File: src/rtl/core/dts_pkg.sv
package dts_pkg;

  localparam int unsigned YearW   = 14;
  localparam int unsigned MonthW  = 4;
  localparam int unsigned DayW    = 5;
  localparam int unsigned HourW   = 5;
  localparam int unsigned MinuteW = 6;
  localparam int unsigned SecondW = 6;
  localparam int unsigned MilliW  = 10;
  localparam int unsigned SerialW = 22;
  localparam int unsigned MillisW = 27;
  localparam int unsigned CentW   = 8;
  localparam int unsigned DbmW    = 9;

  localparam logic [YearW-1:0]   EpochYear = 14'd1900;
  localparam logic [YearW-1:0]   LastYear  = 14'd9999;
  localparam logic [MillisW-1:0] MsPerDay  = 27'd86400000;
  localparam logic [MillisW-1:0] MsPerHour = 27'd3600000;
  localparam logic [MillisW-1:0] MsPerMin  = 27'd60000;
  localparam logic [MillisW-1:0] MsPerSec  = 27'd1000;

  // Multiplying a year by Div100Mul and dropping Div100Shift bits gives the year
  // divided by 100, exact for every 14-bit value.
  localparam int unsigned        Div100Shift = 19;
  localparam logic [26:0]        Div100Mul   = 27'd5243;
  localparam logic [14:0]        Hundred     = 15'd100;
  localparam logic [SerialW-1:0] DaysPerYear = 22'd365;

  // Leap years of 1..1899 is 460; one is added back for the 1900 quirk.
  localparam logic [YearW-1:0] LeapBias = 14'd459;

  typedef struct packed {
    logic                 range_ok;
    logic [YearW-1:0]     year;
    logic [YearW-1:0]     year_m1;
    logic [MonthW-1:0]    month;
    logic [DayW-1:0]      day;
    logic [SerialW-1:0]   year_days;
    logic [CentW-1:0]     cent_y;
    logic [CentW-1:0]     cent_m1;
    logic [MillisW-1:0]   ms_hour;
    logic [MillisW-1:0]   ms_min;
    logic [MillisW-1:0]   ms_sec;
    logic [MilliW-1:0]    milli;
  } s1_t;

  typedef struct packed {
    logic               date_ok;
    logic [SerialW-1:0] serial;
    logic [MillisW-1:0] ms;
  } s2_t;

  function automatic logic [DayW-1:0] month_len(input logic [MonthW-1:0] m,
                                                input logic leap);
    logic [DayW-1:0] len;
    case (m)
      4'd1, 4'd3, 4'd5, 4'd7, 4'd8, 4'd10, 4'd12: len = 5'd31;
      4'd4, 4'd6, 4'd9, 4'd11:                    len = 5'd30;
      4'd2:                                       len = leap ? 5'd29 : 5'd28;
      default:                                    len = 5'd0;
    endcase
    return len;
  endfunction

  function automatic logic [DbmW-1:0] days_before(input logic [MonthW-1:0] m);
    logic [DbmW-1:0] d;
    case (m)
      4'd1:    d = 9'd0;
      4'd2:    d = 9'd31;
      4'd3:    d = 9'd59;
      4'd4:    d = 9'd90;
      4'd5:    d = 9'd120;
      4'd6:    d = 9'd151;
      4'd7:    d = 9'd181;
      4'd8:    d = 9'd212;
      4'd9:    d = 9'd243;
      4'd10:   d = 9'd273;
      4'd11:   d = 9'd304;
      4'd12:   d = 9'd334;
      default: d = 9'd0;
    endcase
    return d;
  endfunction

endpackage

File: src/rtl/core/dts_decode.sv
module dts_decode (
  input  logic                             clk,
  input  logic                             rst_n,
  input  logic                             take,
  input  logic [dts_pkg::YearW-1:0]        year,
  input  logic [dts_pkg::MonthW-1:0]       month,
  input  logic [dts_pkg::DayW-1:0]         day,
  input  logic [dts_pkg::HourW-1:0]        hour,
  input  logic [dts_pkg::MinuteW-1:0]      minute,
  input  logic [dts_pkg::SecondW-1:0]      second,
  input  logic [dts_pkg::MilliW-1:0]       millisecond,
  output logic                             s1_valid,
  output dts_pkg::s1_t                     s1
);
  import dts_pkg::*;

  logic  s1_valid_r;
  s1_t   s1_r;
  s1_t   s1_nxt;
  logic [YearW-1:0] year_m1;
  logic [26:0]      prod_y;
  logic [26:0]      prod_m1;

  always_comb begin
    year_m1 = year - 14'd1;
    prod_y  = 27'(year) * Div100Mul;
    prod_m1 = 27'(year_m1) * Div100Mul;

    s1_nxt.range_ok  = (year >= EpochYear) && (year <= LastYear) &&
                       (month >= 4'd1) && (month <= 4'd12);
    s1_nxt.year      = year;
    s1_nxt.year_m1   = year_m1;
    s1_nxt.month     = month;
    s1_nxt.day       = day;
    s1_nxt.year_days = SerialW'(year - EpochYear) * DaysPerYear;
    s1_nxt.cent_y    = prod_y[Div100Shift +: CentW];
    s1_nxt.cent_m1   = prod_m1[Div100Shift +: CentW];
    s1_nxt.ms_hour   = MillisW'(hour) * MsPerHour;
    s1_nxt.ms_min    = MillisW'(minute) * MsPerMin;
    s1_nxt.ms_sec    = MillisW'(second) * MsPerSec;
    s1_nxt.milli     = millisecond;
  end

  always_ff @(posedge clk) begin
    if (!rst_n) begin
      s1_valid_r <= 1'b0;
    end else begin
      s1_valid_r <= take;
    end
  end

  always_ff @(posedge clk) begin
    if (take) begin
      s1_r <= s1_nxt;
    end
  end

  assign s1_valid = s1_valid_r;
  assign s1       = s1_r;

endmodule

File: src/rtl/core/dts_count.sv
module dts_count (
  input  logic          clk,
  input  logic          rst_n,
  input  logic          s1_valid,
  input  dts_pkg::s1_t  s1,
  output logic          s2_valid,
  output dts_pkg::s2_t  s2
);
  import dts_pkg::*;

  logic  s2_valid_r;
  s2_t   s2_r;
  s2_t   s2_nxt;
  logic  is_cent;
  logic  leap;
  logic  day_ok;
  logic [YearW-1:0]   leap_days;
  logic [DayW-1:0]    mlen;

  always_comb begin
    is_cent = ((15'(s1.cent_y) * Hundred) == 15'(s1.year));
    leap    = (s1.year == EpochYear) ||
              ((s1.year[1:0] == 2'd0) && (!is_cent || (s1.cent_y[1:0] == 2'd0)));
    mlen    = month_len(s1.month, leap);
    day_ok  = (s1.day != 5'd0) && (s1.day <= mlen);

    if (s1.year > EpochYear) begin
      leap_days = YearW'(s1.year_m1[YearW-1:2]) - YearW'(s1.cent_m1) +
                  YearW'(s1.cent_m1[CentW-1:2]) - LeapBias;
    end else begin
      leap_days = '0;
    end

    s2_nxt.date_ok = s1.range_ok && day_ok;
    s2_nxt.serial  = s1.year_days + SerialW'(leap_days) +
                     SerialW'(days_before(s1.month)) +
                     SerialW'((s1.month > 4'd2) && leap) + SerialW'(s1.day);
    s2_nxt.ms      = s1.ms_hour + s1.ms_min + s1.ms_sec + MillisW'(s1.milli);
  end

  always_ff @(posedge clk) begin
    if (!rst_n) begin
      s2_valid_r <= 1'b0;
    end else begin
      s2_valid_r <= s1_valid;
    end
  end

  always_ff @(posedge clk) begin
    if (s1_valid) begin
      s2_r <= s2_nxt;
    end
  end

  assign s2_valid = s2_valid_r;
  assign s2       = s2_r;

endmodule

File: src/rtl/core/dts_finish.sv
module dts_finish (
  input  logic                          clk,
  input  logic                          rst_n,
  input  logic                          s2_valid,
  input  dts_pkg::s2_t                  s2,
  output logic                          out_strobe,
  output logic [dts_pkg::SerialW-1:0]   out_serial_day,
  output logic [dts_pkg::MillisW-1:0]   out_day_millis,
  output logic                          out_valid_res
);
  import dts_pkg::*;

  logic               strobe_r;
  logic [SerialW-1:0] serial_r;
  logic [SerialW-1:0] serial_nxt;
  logic [MillisW-1:0] millis_r;
  logic [MillisW-1:0] millis_nxt;
  logic               ok_r;
  logic               carry;

  always_comb begin
    carry = (s2.ms >= MsPerDay);
    if (!s2.date_ok) begin
      serial_nxt = '0;
      millis_nxt = '0;
    end else if (carry) begin
      serial_nxt = s2.serial + 22'd1;
      millis_nxt = s2.ms - MsPerDay;
    end else begin
      serial_nxt = s2.serial;
      millis_nxt = s2.ms;
    end
  end

  always_ff @(posedge clk) begin
    if (!rst_n) begin
      strobe_r <= 1'b0;
    end else begin
      strobe_r <= s2_valid;
    end
  end

  always_ff @(posedge clk) begin
    if (s2_valid) begin
      serial_r <= serial_nxt;
      millis_r <= millis_nxt;
      ok_r     <= s2.date_ok;
    end
  end

  assign out_strobe     = strobe_r;
  assign out_serial_day = serial_r;
  assign out_day_millis = millis_r;
  assign out_valid_res  = ok_r;

endmodule

File: src/rtl/core/datetime_to_day_serial_unit.sv
// Converts a calendar date and time of day into the 1900-system spreadsheet
// serial day, with 1900-01-01 as day 1 and 1900 counted as a leap year, and
// gives the time of day in milliseconds beside it. The unit is a three-stage
// pipeline: an item can be started in every clock cycle once reset has
// released busy. Each result passes the decode, count and finish registers
// in that order to reach the out_ ports, where out_strobe marks it by going
// high for a single cycle. Results leave in the order their items
// entered and cannot be held off, so the receiver must take each one in the
// cycle it is shown. A bad year, month or day gives out_valid_res low with
// zero serial day and milliseconds; time fields beyond a day carry one day
// into the serial.
module datetime_to_day_serial_unit (
  input  logic                            clk,
  input  logic                            rst_n,
  input  logic                            start,
  output logic                            busy,
  input  logic [dts_pkg::YearW-1:0]       in_year,
  input  logic [dts_pkg::MonthW-1:0]      in_month,
  input  logic [dts_pkg::DayW-1:0]        in_day,
  input  logic [dts_pkg::HourW-1:0]       in_hour,
  input  logic [dts_pkg::MinuteW-1:0]     in_minute,
  input  logic [dts_pkg::SecondW-1:0]     in_second,
  input  logic [dts_pkg::MilliW-1:0]      in_millisecond,
  output logic                            out_strobe,
  output logic [dts_pkg::SerialW-1:0]     out_serial_day,
  output logic [dts_pkg::MillisW-1:0]     out_day_millis,
  output logic                            out_valid_res
);
  import dts_pkg::*;

  logic busy_r;
  logic take;
  logic s1_valid;
  s1_t  s1;
  logic s2_valid;
  s2_t  s2;

  always_ff @(posedge clk) begin
    if (!rst_n) begin
      busy_r <= 1'b1;
    end else begin
      busy_r <= 1'b0;
    end
  end

  assign busy = busy_r;
  assign take = start && !busy_r;

  dts_decode u_decode (
    .clk         (clk),
    .rst_n       (rst_n),
    .take        (take),
    .year        (in_year),
    .month       (in_month),
    .day         (in_day),
    .hour        (in_hour),
    .minute      (in_minute),
    .second      (in_second),
    .millisecond (in_millisecond),
    .s1_valid    (s1_valid),
    .s1          (s1)
  );

  dts_count u_count (
    .clk      (clk),
    .rst_n    (rst_n),
    .s1_valid (s1_valid),
    .s1       (s1),
    .s2_valid (s2_valid),
    .s2       (s2)
  );

  dts_finish u_finish (
    .clk            (clk),
    .rst_n          (rst_n),
    .s2_valid       (s2_valid),
    .s2             (s2),
    .out_strobe     (out_strobe),
    .out_serial_day (out_serial_day),
    .out_day_millis (out_day_millis),
    .out_valid_res  (out_valid_res)
  );

  a_latency: assert property (@(posedge clk) disable iff (!rst_n)
    take |-> ##3 out_strobe)
    else $error("item taken without a result three cycles later");

  a_no_ghost: assert property (@(posedge clk) disable iff (!rst_n)
    out_strobe |-> $past(s1_valid, 2))
    else $error("result shown without an item behind it");

  a_invalid_zero: assert property (@(posedge clk) disable iff (!rst_n)
    (out_strobe && !out_valid_res) |-> (out_serial_day == '0 && out_day_millis == '0))
    else $error("invalid result carries non-zero fields");

  a_valid_range: assert property (@(posedge clk) disable iff (!rst_n)
    (out_strobe && out_valid_res) |-> (out_day_millis < MsPerDay && out_serial_day != '0))
    else $error("valid result out of range");

endmodule
File: config.mk
export PLATFORM = sky130hd
export DESIGN_NAME = datetime_to_day_serial_unit
export DESIGN_NICKNAME = d
export VERILOG_FILES = /design/src/rtl/core/dts_pkg.sv /design/src/rtl/core/dts_decode.sv /design/src/rtl/core/dts_count.sv /design/src/rtl/core/dts_finish.sv /design/src/rtl/core/datetime_to_day_serial_unit.sv
export SDC_FILE = /design/constraint.sdc
export NUM_CORES = 1
export LEC_CHECK = 0
export ABC_AREA = 1
export BUFFER_PORTS_ARGS = -buffer_cell sky130_fd_sc_hd__buf_2
export CAP_MARGIN = 20
export CORE_MARGIN = 8
export CORE_UTILIZATION = 25
export DETAILED_ROUTE_END_ITERATION = 6
export PLACE_DENSITY = 0.42
export SYNTH_ARGS = -nofsm -noshare
export SYNTH_HDL_FRONTEND = slang
export SYNTH_HIERARCHICAL = 1
export SYNTH_SLANG_ARGS = --single-unit
File: constraint.sdc
create_clock -name clk -period 13.45 [get_ports clk]
set_input_delay 1.345 -clock clk [delete_from_list [all_inputs] [get_ports clk]]
set_output_delay 1.345 -clock clk [all_outputs]
set_load 0.005 [all_outputs]
==> impl_metrics.ini <==
[drt]
vias = 22300
drt-initial-drc-count = 1137
antenna_left = 0
routedWlPerCell_microns = 14.6
drt_wl_total_microns = 77900
drc = 0
viasPerCell = 4.19
dr.pass1.iters = 5

[timing]
hold_viol_final = 0
min_period_ns = 6.77
tightest_slew_ns = 1.10
fin_crit_sh_pct = 50.3
finalSetupViolations = 0
fin_skew_ns = 0.0247
rsz0062_at_grt = false
slew_headroom_pct = 26.8
fmax_mhz = 148
setup_tns_ns = 0
final_max_slew_viol_count = 0

[clock_network]
cts-root-buf = clkbuf_16
numCtsBuffers = 31
post-cts-setup-buffer-count = 0
cts_resized = 0
clk-insertion-delay-late_ns = 0.61
cts_tree = built
clockBufferDepth = 3
cts.clk_slew.worst_paths_ns = 0.06
htreeDepth = 1
postCtsHoldBufs = 0
clock_sinks = 236

[floorplanning]
die-area_sq_um = 135000
fp.dieH_microns = 367
die_x_microns = 367
io_pins = 105
start_util_pct = 25.1
core_sq_um = 123000
row_count = 129

[global_route]
overflow = 0
grt_max_degree = 75
grt_antenna_before_repair = 6
grt_pass1_wl_microns = 127000
grt_use_total_pct = 11.4
grt_pass1_vias = 23200

[setup_path]
rr_startpoint = u_decode/s1[100]
crit_required_ns = 13.83
crit_end = u_decode/s1[98]
cp_cell_sequence = buf_2 -> inv_1 -> ha_1 -> a21boi_1 -> nand4_1 -> inv_1 -> nand2_1 -> xor2_1 -> inv_1 -> fa_1 -> ha_1 -> fa_1 -> inv_1 -> fa_1 -> fa_1 -> inv_1 -> ha_1 -> a21oi_1 -> a21boi_0 -> o21ai_0 -> nand2_1 -> nand3_1 -> nand2_1 -> nand2_1
crit_arrival_ns = 7.15
r2r_cells = 28
r2r_end = u_count/s2[48]
r2r_setup_slack_ns = 7.40
cp_max_fo = 12
crit_start = in_year[8]
critPathLaunchType = input port
cp-end-kind = flop
crit_top_cell = inv_1
slowest_stage = fa_1
max_stage_delay_ns = 0.56
critPathKind = in2reg

[pwr]
pwr-share-seq_pct = 15.2
vdd_drop_max_mv = 0.160
switching_share_pct = 52.1
p_leak_nw = 17.0
finalPower_mw = 8.81
clockPowerShare_pct = 9.7
p_switching_mw = 4.59
p_per_area_nw_per_um2 = 257
pwr-share-comb_pct = 75.1
intPower_mw = 4.22

[logic_synthesis]
synth_cells = 3545
yosysWarnings = 6
avgSynthCellArea_sq_um = 8.70
netlist_area_sq_um = 30900

[layout]
stdcell_count = 5326
synthToLayoutAreaGrowth_pct = 10.9
multiInputGateArea_sq_um = 20800
drive_gt1_share_pct = 7.49
regArea_sq_um = 7050
nets = 4500
final_cell_mix = 704 x inv_1, 701 x nand2_1, 516 x ha_1
mostFrequentLayoutCell = inv_1
fillers = 13200

[placement]
io_buffers = 104
place.gp.congestion = 0.839
hpwl_microns = 66900
placedCellCount = 5267

[hold_path]
worstHoldPathType = reg2reg

[outcome]
status = complete, no violations

[run]
maxCapViolCount = 0
## per-layer routing
layer,vias to the layer above,GRT usage (%),wire (microns)
met5,-,0,12
li1,11600,-,-
met4,2,2.21,1290
met2,287,18.2,33600
met3,70,1.39,2790
met1,10400,16.6,40100
## per-stage QoR
step | hold WS (ns) | setup WS (ns) | utilization, % | cell area [sq um]
finish | 0.540 | 6.68 | 27.8 | 34200
global route | 0.568 | 6.30 | 27.8 | 34200
CTS | 0.548 | 6.69 | 27.8 | 34200
detailed placement | 0.539 | 6.05 | 26.9 | 33200
global placement | 0.533 | 6.10 | 26.9 | 33200
floorplan | 0.504 | 7.01 | - | 31000
## critical path, delay by kind of cell
| family | cells | cell delay (ns) |
|---|---|---|
| buffers and inverters | 6 | 1.14 |
| AO/OA/AOI/OAI | 4 | 0.82 |
| XOR/XNOR | 1 | 0.28 |
| AND/OR/NAND/NOR | 6 | 0.53 |
| adder cells (fa/ha/maj) | 7 | 3.00 |
## worst min-delay path by stage
stage	start	endpoint	slack [ns]	depth (start not counted)
after floorplan	u_count/s2[1]	u_finish/out_day_millis[1]	0.50	2
after global placement	u_count/s2_valid	u_finish/out_strobe	0.53	2
after detailed placement	u_count/s2_valid	u_finish/out_strobe	0.54	2
after CTS	u_count/s2_valid	u_finish/out_strobe	0.55	2
after global routing	u_count/s2[1]	u_finish/out_day_millis[1]	0.57	2
final	u_count/s2_valid	u_finish/out_strobe	0.54	2
## power by group through the flow
stage,logic [mW],registers (mW),clock network (mW)
after global routing,7.70,1.36,0.917
after detailed placement,6.66,1.36,0
after global placement,6.71,1.36,0
final,6.61,1.34,0.857
after floorplan,5.05,1.31,0
after CTS,6.71,1.34,0.899
## cell type report
cell class | count | share of cell area (%)
inverter | 717 | 7.86
clock buffer | 34 | 2.30
sequential | 236 | 20.6
tap | 1637 | 5.98
clock inverter | 22 | 0.735
timing repair buffer | 109 | 1.63
antenna | 3 | 0.0219
multi-input combinational | 2568 | 60.9
## state kept, by name, summed over array words and instances, names as in the netlist, 22 cells and up
name,count
u_finish/out_serial_day,22
u_decode/s1,132
u_finish/out_day_millis,27
u_count/s2,50
Note: power is estimated with default switching activity, not from simulation.
